--- config.mk ---
export PLATFORM = sky130hd
export DESIGN_NAME = gtts_ctrl
export DESIGN_NICKNAME = d
export VERILOG_FILES = /design/src/rtl/gtts_pkg.sv /design/src/rtl/gtts_ctrl.sv
export SDC_FILE = /design/constraint.sdc
export NUM_CORES = 1
export LEC_CHECK = 0
export ABC_AREA = 0
export BUFFER_PORTS_ARGS = -buffer_cell sky130_fd_sc_hd__buf_2
export CORE_MARGIN = 5
export CORE_UTILIZATION = 45
export CTS_CLUSTER_DIAMETER = 30
export DETAILED_ROUTE_END_ITERATION = 6
export GPL_TIMING_DRIVEN = 0
export PLACE_DENSITY = 0.75
export SYNTH_ARGS = -nofsm -noshare
export SYNTH_HDL_FRONTEND = slang
export SYNTH_SLANG_ARGS = --single-unit
--- constraint.sdc ---
create_clock -name clk -period 2.3 [get_ports clk]
set_input_delay 0.23 -clock clk [delete_from_list [all_inputs] [get_ports clk]]
set_output_delay 0.23 -clock clk [all_outputs]
set_load 0.02 [all_outputs]
--- src/rtl/gtts_pkg.sv ---
// ----------------------------------------------------------------------------
// gtts_pkg
// Shared types and codes of the gridded time table sampler: request opcodes,
// response status codes, configuration indexes, arithmetic unit modes and
// step counts, controller states and ctrl/datapath command/status bundles.
// ----------------------------------------------------------------------------
package gtts_pkg;

  typedef enum logic [2:0] {
    OP_LOAD_TIME = 3'd0,
    OP_LOAD_NODE = 3'd1,
    OP_HOLD      = 3'd2,
    OP_INTERP    = 3'd3,
    OP_DERIV     = 3'd4,
    OP_INTEG     = 3'd5
  } op_t;

  typedef enum logic [1:0] {
    RS_OK       = 2'd0,
    RS_NO_MATCH = 2'd1,
    RS_EMPTY    = 2'd2,
    RS_MISMATCH = 2'd3
  } rsp_status_t;

  typedef enum logic [1:0] {
    CFG_COLUMNS = 2'd0,
    CFG_ROWS    = 2'd1,
    CFG_TIMES   = 2'd2
  } cfg_index_t;

  typedef enum logic [1:0] {
    MD_MUL = 2'd0,
    MD_DIV = 2'd1
  } md_mode_t;

  localparam int MUL_STEPS = 33;
  localparam int DIV_STEPS = 64;

  typedef enum logic [3:0] {
    S_IDLE,
    S_DISPATCH,
    S_LOCATE,
    S_SEARCH,
    S_V1_READ,
    S_V1_WAIT,
    S_CALC,
    S_MUL,
    S_DIV_GO,
    S_DIV,
    S_INT_READ,
    S_INT_WAIT,
    S_INT_ACC,
    S_FINISH
  } ctrl_state_t;

  typedef struct packed {
    logic take;
    logic loc_run;
    logic srch_run;
    logic v1_rd;
    logic v1_cap;
    logic i_cap;
    logic i_inc;
    logic mul_start;
    logic div_start;
    logic acc_add;
    logic out_load;
  } gtts_cmd_t;

  typedef struct packed {
    logic [2:0] op;
    logic       empty;
    logic       n_one;
    logic       t_ne0;
    logic       loc_done;
    logic       loc_in;
    logic       srch_done;
    logic       matched;
    logic       i_first;
    logic       i_last;
    logic       md_busy;
    logic       out_free;
  } gtts_sts_t;

endpackage

--- src/rtl/gtts_ctrl.sv ---
// ----------------------------------------------------------------------------
// gtts_ctrl
// Sequencer of the sampler: takes one request at a time and steps the
// datapath through locate, search, arithmetic and response phases.
// ----------------------------------------------------------------------------
module gtts_ctrl (
  input  logic                  clk,
  input  logic                  rst,
  input  logic                  req_valid,
  output logic                  req_ready,
  input  gtts_pkg::gtts_sts_t   sts,
  output gtts_pkg::gtts_cmd_t   cmd
);

  gtts_pkg::ctrl_state_t state;
  gtts_pkg::ctrl_state_t state_next;
  logic                  is_load;

  assign is_load = (sts.op == gtts_pkg::OP_LOAD_TIME) || (sts.op == gtts_pkg::OP_LOAD_NODE);

  always_ff @(posedge clk) begin
    if (rst) begin
      state <= gtts_pkg::S_IDLE;
    end else begin
      state <= state_next;
    end
  end

  always_comb begin
    state_next = state;
    case (state)
      gtts_pkg::S_IDLE: begin
        if (req_valid) begin
          state_next = gtts_pkg::S_DISPATCH;
        end
      end
      gtts_pkg::S_DISPATCH: begin
        if (is_load || sts.empty || sts.op > gtts_pkg::OP_INTEG) begin
          state_next = gtts_pkg::S_FINISH;
        end else if (sts.op == gtts_pkg::OP_INTEG) begin
          state_next = gtts_pkg::S_SEARCH;
        end else begin
          state_next = gtts_pkg::S_LOCATE;
        end
      end
      gtts_pkg::S_LOCATE: begin
        if (sts.loc_done) begin
          if (sts.op == gtts_pkg::OP_HOLD && sts.n_one && sts.t_ne0) begin
            state_next = gtts_pkg::S_FINISH;
          end else if (sts.op == gtts_pkg::OP_DERIV && !sts.loc_in) begin
            state_next = gtts_pkg::S_FINISH;
          end else begin
            state_next = gtts_pkg::S_SEARCH;
          end
        end
      end
      gtts_pkg::S_SEARCH: begin
        if (sts.srch_done) begin
          if (!sts.matched || sts.op == gtts_pkg::OP_HOLD) begin
            state_next = gtts_pkg::S_FINISH;
          end else if (sts.op == gtts_pkg::OP_INTEG) begin
            state_next = sts.n_one ? gtts_pkg::S_FINISH : gtts_pkg::S_INT_READ;
          end else if (sts.loc_in) begin
            state_next = gtts_pkg::S_V1_READ;
          end else begin
            state_next = gtts_pkg::S_FINISH;
          end
        end
      end
      gtts_pkg::S_V1_READ: state_next = gtts_pkg::S_V1_WAIT;
      gtts_pkg::S_V1_WAIT: state_next = gtts_pkg::S_CALC;
      gtts_pkg::S_CALC: begin
        state_next = (sts.op == gtts_pkg::OP_INTERP) ? gtts_pkg::S_MUL : gtts_pkg::S_DIV;
      end
      gtts_pkg::S_MUL: begin
        if (!sts.md_busy) begin
          state_next = (sts.op == gtts_pkg::OP_INTEG) ? gtts_pkg::S_INT_ACC
                                                      : gtts_pkg::S_DIV_GO;
        end
      end
      gtts_pkg::S_DIV_GO: state_next = gtts_pkg::S_DIV;
      gtts_pkg::S_DIV: begin
        if (!sts.md_busy) begin
          state_next = gtts_pkg::S_FINISH;
        end
      end
      gtts_pkg::S_INT_READ: state_next = gtts_pkg::S_INT_WAIT;
      gtts_pkg::S_INT_WAIT: begin
        state_next = sts.i_first ? gtts_pkg::S_INT_READ : gtts_pkg::S_MUL;
      end
      gtts_pkg::S_INT_ACC: begin
        state_next = sts.i_last ? gtts_pkg::S_FINISH : gtts_pkg::S_INT_READ;
      end
      gtts_pkg::S_FINISH: begin
        if (sts.out_free) begin
          state_next = gtts_pkg::S_IDLE;
        end
      end
      default: state_next = gtts_pkg::S_IDLE;
    endcase
  end

  always_comb begin
    cmd       = '0;
    req_ready = 1'b0;
    case (state)
      gtts_pkg::S_IDLE: begin
        req_ready = 1'b1;
        cmd.take  = req_valid;
      end
      gtts_pkg::S_LOCATE:  cmd.loc_run  = 1'b1;
      gtts_pkg::S_SEARCH:  cmd.srch_run = 1'b1;
      gtts_pkg::S_V1_READ: cmd.v1_rd    = 1'b1;
      gtts_pkg::S_V1_WAIT: cmd.v1_cap   = 1'b1;
      gtts_pkg::S_CALC: begin
        if (sts.op == gtts_pkg::OP_INTERP) begin
          cmd.mul_start = 1'b1;
        end else begin
          cmd.div_start = 1'b1;
        end
      end
      gtts_pkg::S_DIV_GO: cmd.div_start = 1'b1;
      gtts_pkg::S_INT_WAIT: begin
        // first point only primes the previous sample
        cmd.i_cap = 1'b1;
        if (sts.i_first) begin
          cmd.i_inc = 1'b1;
        end else begin
          cmd.mul_start = 1'b1;
        end
      end
      gtts_pkg::S_INT_ACC: begin
        cmd.acc_add = 1'b1;
        cmd.i_inc   = !sts.i_last;
      end
      gtts_pkg::S_FINISH: cmd.out_load = sts.out_free;
      default: ;
    endcase
  end

endmodule

==> results.toml, run 1 <==
[global_routing]
grt_pass1_vias = 813
grt_overflow_total = 0
maximum_number_of_pins_on_one_net_before_global_route_repair = 11
wire_length_of_the_first_global_routing_pass_mm = 3.57
globalRouteTotalUtil_pct = 17.4
initial_antenna_violation_count = 0

[timing]
worst_hold_slack_ns = 0.339
hold_viol = 0
tightest_slew_ns = 0.484
finalMaxSlewViolations = 0
min_period_ns = 1.92
max_clock_freq_ghz = 0.520
setup_total_negative_slack_ns = 0
maxSlewHeadroom_pct = 67.3
post-route-period-util_pct = 83.6
rsz0062_at_grt = "no"
setup_violations = 0
fin_worst_skew_ns = 0.00478

[setup_path]
reg2regPathDepth = 6
timing.critical_path.slowest_cell_delay_ns = 0.37
crit_fanout = 10
timing_worst_setup_path_type = "reg -> out"
start_kind = "flop"
required_time_reported_for_the_critical_path_endpoint_ns = 2.07
worst_setup_path_end_kind = "output pin"
crit_path_cell_trace = "buf_6, clkbuf_1, nand2_1, o32a_1, nor2_1, buf_2"
critPathSlowestCell = "sky130_fd_sc_hd__clkbuf_1"
cp.arrival_ns = 1.69

[cells_and_area]
layout_cells_sized_above_1_pct = 36.5
area_delta_synth_final_pct = 25.9
largest_registers = "state: 4 flops"
registers.top_by_ff_count = "state"
largest_reg_flops = 4
antennaDiodeCount = 0
final_nets = 145

[cts]
cts_num_sinks = 4
clock_path_buffers = 2
cts.htree.levels = 1
post_cts.repair.setup_buffers = 0
clock_tree_from_tritoncts = "built"
cts-buffers-inserted = 3
clkTransAtPathRegs_ns = 0.04
worstSkewPairLatency_ns = 0.23
cts.hold.buffers_added = 0
cts_root_buf = "sky130_fd_sc_hd__clkbuf_4"
cts_repair_resize_count = 0

[drt]
remaining_drc_errors = 0
ant_nets = 0
vias_per_cell = 6.32
drt-pass1-iter-count = 4
wire_per_inst_um = 15.1
vias = 898
drt_initial_violations = 37
wire_length_after_detailed_routing_mm = 2.15

[run_status]
outcome = "finished clean"

[synthesis]
post-synth-top-area-fraction_pct = 11.3
yosys_warnings = 0
yosys_most_used_dff = "sky130_fd_sc_hd__dfxtp_1"
synth_area_sq_um = 706
synth-edff-count = 0
asyncSetResetFlopFracSynth_pct = 0
synth_area_leaders = "sky130_fd_sc_hd__dfxtp_1 (11%), sky130_fd_sc_hd__o22ai_1 (4.4%), sky130_fd_sc_hd__inv_1 (4.3%)"
synth_cells = 95
synthDominantAreaCellType = "sky130_fd_sc_hd__dfxtp_1"
yosys-top-cells-count = "sky130_fd_sc_hd__inv_1 (8), sky130_fd_sc_hd__nand2_1 (6), sky130_fd_sc_hd__nor2_1 (6)"
sequential_share_of_the_synthesized_area_pct = 11.3
postSynthRegisterBits = 4
synthesized_netlist_net_count = 112
synthesis.area_per_instance_sq_um = 7.43
synth.distinct_cells = 47
library_cell_with_the_highest_instance_count_after_synthesis = "sky130_fd_sc_hd__inv_1"

[placement]
buffer_ports.inserted = 28
place_congestion = 0.830
place_hpwl_mm = 1.65

[worst_hold_path]
hold_path_class = "in -> reg"
min_path_cells = 3

[power]
ir_worst_vdd_uv = 445
pwr_density_cell_nw_per_um2 = 1050
report.power.total_mw = 0.929
p_leak_nw = 0.399

[die]
floorplan.die_area_sq_um = 2460
die-width_um = 49.6
io_pins = 29
core_region_area_sq_um = 1490
initial_core_util_pct = 47.4
die_h_um = 49.6
placementRows = 14

[run]
max_cap_viol_count = 0
layer usage:
metal / up-vias / share of wire [%] / global-route usage (%)
li1: 432 / - / -
met1: 405 / 39 / 21.3
met2: 53 / 47 / 29.0
met3: 8 / 11 / 3.61
met4: 0 / 2.7 / 7.42
met5: - / 0 / 0
stage by stage:
stage               std cells  util (%)  area, sq um  setup slack [ns]
floorplan                  95         -          706             0.347
global placement          139      58.2          866             0.637
detailed placement        139      58.2          866             0.608
CTS                       142      59.7          888             0.411
global route              142      59.7          888             0.282
finish                    142      59.7          888             0.378
critical path, delay by kind of cell (launching register included):
| family | cells | cell delay (ns) |
|---|---|---|
| DFF | 1 | 0.34 |
| and+or+nand+nor | 2 | 0.23 |
| AOI/OAI and AO/OA | 1 | 0.19 |
| buffers and inverters | 3 | 0.69 |
area by class of cell:
cell class	instances	area, sq um
multi-input cells	75	523
inverters	8	30.0
repair buffers	28	140
clock buffers	3	22.5
fillers	153	601
flip-flops and latches	4	80.1
plain buffers	8	72.6
well taps	16	20.0
cell usage in the layout, fill, tap and decap left out, types with 3 or more instances in the layout:
cell / count
sky130_fd_sc_hd__buf_2: 28
sky130_fd_sc_hd__inv_1: 8
sky130_fd_sc_hd__nand2_1: 6
sky130_fd_sc_hd__nor2_1: 6
sky130_fd_sc_hd__nor3_1: 5
sky130_fd_sc_hd__o21ai_0: 5
sky130_fd_sc_hd__o22ai_1: 5
sky130_fd_sc_hd__nand3b_1: 4
sky130_fd_sc_hd__o211ai_1: 4
sky130_fd_sc_hd__dfxtp_1: 4
sky130_fd_sc_hd__clkbuf_4: 3
power breakdown:
part / switching, mW / internal [mW]
clock: 0.0275 / 0.0583
sequential: 0.00972 / 0.0987
combinational: 0.440 / 0.295
total: 0.477 / 0.452
logic make-up after synthesis:
family | Yosys count | synth area share, %
AO/OA/AOI/OAI | 34 | 36.5
flip-flops | 4 | 11.3
AND/OR/NAND/NOR | 39 | 34.9
XOR/XNOR | 1 | 1.24
buffers and inverters | 16 | 14.5
multiplexers | 1 | 1.42
worst paths after layout:
| kind | start | end | slack, ns |
|---|---|---|---|
| setup / recovery | state[3] | cmd[3] | 0.38 |
| hold / removal | rst | state[2] | 0.34 |
| setup reg to reg | state[2] | state[1] | 0.60 |
| hold reg to reg | state[3] | state[3] | 0.70 |
No activity file was read; power rests on OpenSTA's default activity.
==> inputs of run 2 (changes only) <==
--- a/config.mk
+++ b/config.mk
@@ -5,10 +5,10 @@
 export SDC_FILE = /design/constraint.sdc
 export NUM_CORES = 1
 export LEC_CHECK = 0
-export ABC_AREA = 0
+export ABC_AREA = 1
 export BUFFER_PORTS_ARGS = -buffer_cell sky130_fd_sc_hd__buf_2
 export CORE_MARGIN = 5
-export CORE_UTILIZATION = 45
+export CORE_UTILIZATION = 43
 export CTS_CLUSTER_DIAMETER = 30
 export DETAILED_ROUTE_END_ITERATION = 6
 export GPL_TIMING_DRIVEN = 0
==> constraint.sdc (replaced) <==
create_clock -name clk -period 1.6 [get_ports clk]
set_input_delay 0.16 -clock clk [delete_from_list [all_inputs] [get_ports clk]]
set_output_delay 0.16 -clock clk [all_outputs]
set_load 0.02 [all_outputs]
==> run 2 against run 1 <==
Clock skew fell by 0.0040 ns. Synthesized cell count rose by 46%. Via count rose by 0.67%. Setup slack got worse by 0.30 ns. Sequential share of layout area fell by 0.17 points. Clock power rose by 37%. Critical endpoint is now cmd[10].
==> results.toml, run 2 <==
[run_status]
outcome = "finished clean"

[die]
die_h_um = 51.2
floorplan.die_area_sq_um = 2620
die-width_um = 51.2
core_region_area_sq_um = 1560
initial_core_util_pct = 46.9
io_pins = 29
placementRows = 14

[synthesis]
post_synth_and_or_nand_nor_area_fraction_pct = 64.4
synth_cells = 139
synth.distinct_cells = 20
post_synth_mux_area_share_pct = 0
synth-xor-area-share_pct = 0
synth_compound_gate_area_share_pct = 10.3
yosys-top-cells-count = "sky130_fd_sc_hd__nand2_1 (46), sky130_fd_sc_hd__inv_1 (18), sky130_fd_sc_hd__nor2_1 (17)"
synth_area_sq_um = 731
synthAdderAreaFrac_pct = 0
yosys_warnings = 0
main_combinational_cell_family_by_area_after_synthesis = "simple AND/OR/NAND/NOR gates"
library_cell_with_the_highest_instance_count_after_synthesis = "sky130_fd_sc_hd__nand2_1"
synthesized_netlist_net_count = 156
synthDominantAreaCellType = "sky130_fd_sc_hd__nand2_1"
yosys_most_used_dff = "sky130_fd_sc_hd__dfxtp_1"
postSynthRegisterBits = 4
synth-edff-count = 0
synth_area_leaders = "sky130_fd_sc_hd__nand2_1 (24%), sky130_fd_sc_hd__dfxtp_1 (11%), sky130_fd_sc_hd__inv_1 (9.2%)"
post-synth-top-area-fraction_pct = 23.6
sequential_share_of_the_synthesized_area_pct = 11.0
synthesis.area_per_instance_sq_um = 5.26
asyncSetResetFlopFracSynth_pct = 0

[timing]
min_period_ns = 1.52
finalMaxSlewViolations = 0
post-route-period-util_pct = 95.1
hold_viol = 0
setup_violations = 0
tightest_slew_ns = 0.277
setup_total_negative_slack_ns = 0
max_clock_freq_ghz = 0.657
fin_worst_skew_ns = 0.000735
maxSlewHeadroom_pct = 81.5
rsz0062_at_grt = "yes"

[cts]
clock_tree_from_tritoncts = "built"
cts.htree.levels = 1
post_cts.repair.setup_buffers = 0
clock_path_buffers = 2
cts_num_sinks = 4
worstSkewPairLatency_ns = 0.23
cts_root_buf = "sky130_fd_sc_hd__clkbuf_4"
clkTransAtPathRegs_ns = 0.03
cts-buffers-inserted = 3
cts.hold.buffers_added = 0

[setup_path]
required_time_reported_for_the_critical_path_endpoint_ns = 1.44
crit_fanout = 8
start_kind = "flop"
critPathSlowestCell = "sky130_fd_sc_hd__dfxtp_1"
timing_worst_setup_path_type = "reg -> out"
crit_path_cell_trace = "buf_6, nor2_2, inv_1, nor3_1, buf_2"
worst_setup_path_end_kind = "output pin"
timing.critical_path.slowest_cell_delay_ns = 0.30
cp.arrival_ns = 1.36

[placement]
buffer_ports.inserted = 28
place_congestion = 0.870
place_hpwl_mm = 1.61

[cells_and_area]
final_nets = 189
mostFrequentLayoutCells = "sky130_fd_sc_hd__nand2_1 (45), sky130_fd_sc_hd__buf_2 (28), sky130_fd_sc_hd__inv_1 (18)"
area_delta_synth_final_pct = 25.9
largest_reg_flops = 4
filler_cell_count = 165
multiInputGateArea_sq_um = 551
antennaDiodeCount = 0
final-seq-area_sq_um = 81.3
largest_registers = "state: 4 flops"
registers.top_by_ff_count = "state"
layout.cells.most_common = "sky130_fd_sc_hd__nand2_1"
layout_cells_sized_above_1_pct = 37.1

[drt]
top_layer = "met4"
ant_nets = 0
route.met2.wl_um = 973
drt_initial_violations = 28
vias_per_cell = 4.86
vias = 904
wire_per_inst_um = 9.89
detail_route.wirelength.met1_um = 782
wire_length_after_detailed_routing_mm = 1.84
met3_wirelength_um = 74
remaining_drc_errors = 0
drt-pass1-iter-count = 5

[power]
p_leak_nw = 0.587
report.power.total_mw = 1.02
pwr_density_cell_nw_per_um2 = 1110
ir_worst_vdd_uv = 675

[global_routing]
maximum_number_of_pins_on_one_net_before_global_route_repair = 9
grt_pass1_vias = 841
grt_overflow_total = 0
globalRouteTotalUtil_pct = 15.1
initial_antenna_violation_count = 0
wire_length_of_the_first_global_routing_pass_mm = 3.18

[worst_hold_path]
hold_path_class = "in -> reg"

[run]
max_cap_viol_count = 0
==> run 2: critical path: cells and delay by family (launching register included) <==
| family | cells | cell delay [ns] |
|---|---|---|
| flip-flops | 1 | 0.30 |
| buffers and inverters | 3 | 0.44 |
| AND/OR/NAND/NOR | 2 | 0.39 |
==> run 2: per-layer routing <==
layer	vias to the layer above	track usage, %
met3	2	2.03
met4	0	5.24
met5	-	0
li1	487	-
met1	392	19.1
met2	23	26.2
==> run 2: final timing paths <==
check                start        to  slack (ns)  depth (start not counted)
setup reg to reg  state[2]  state[2]        0.23                         10
setup / recovery  state[1]   cmd[10]        0.08                          5
hold reg to reg   state[3]  state[3]        0.53                          2
hold / removal         rst  state[3]        0.13                          2
==> run 2: power by group <==
| group | internal, mW | total [mW] | switching (mW) |
|---|---|---|---|
| registers | 0.133 | 0.181 | 0.0486 |
| logic | 0.254 | 0.722 | 0.468 |
| clock network | 0.0833 | 0.117 | 0.0338 |
==> run 2: metrics by stage <==
step                      hold WS, ns  setup WS [ns]  instances  utilization (%)  instance area [sq um]
after floorplan                 0.229          0.277        139                -                    731
after global placement          0.367          0.252        183             57.1                    891
after detailed placement        0.373          0.222        183             57.1                    891
after CTS                       0.128         0.0632        186             58.6                    913
after global routing            0.120        -0.0173        186             59.0                    920
final                           0.127         0.0780        186             59.0                    920
==> run 2: layout make-up <==
| type | instances | area share [%] |
|---|---|---|
| multi-input combinational | 109 | 59.9 |
| inverter | 25 | 10.2 |
| buffer | 1 | 1.22 |
| tap | 16 | 2.18 |
| timing repair buffer | 28 | 15.2 |
| clock buffer | 3 | 2.45 |
| sequential | 4 | 8.84 |
==> run 2: repair_timing <==
action                                  4_1_cts  5_1_grt
endpoints found under the setup margin        0        4
endpoints found under the hold margin         0        0
gates resized for setup                       0        3
==> run 2: kinds of logic (layout without fill, tap and decap cells) <==
kind of cell / Yosys count / count (layout)
buf+inv: 26 / 57
compound gates: 11 / 11
simple gates: 98 / 98
flops: 4 / 4
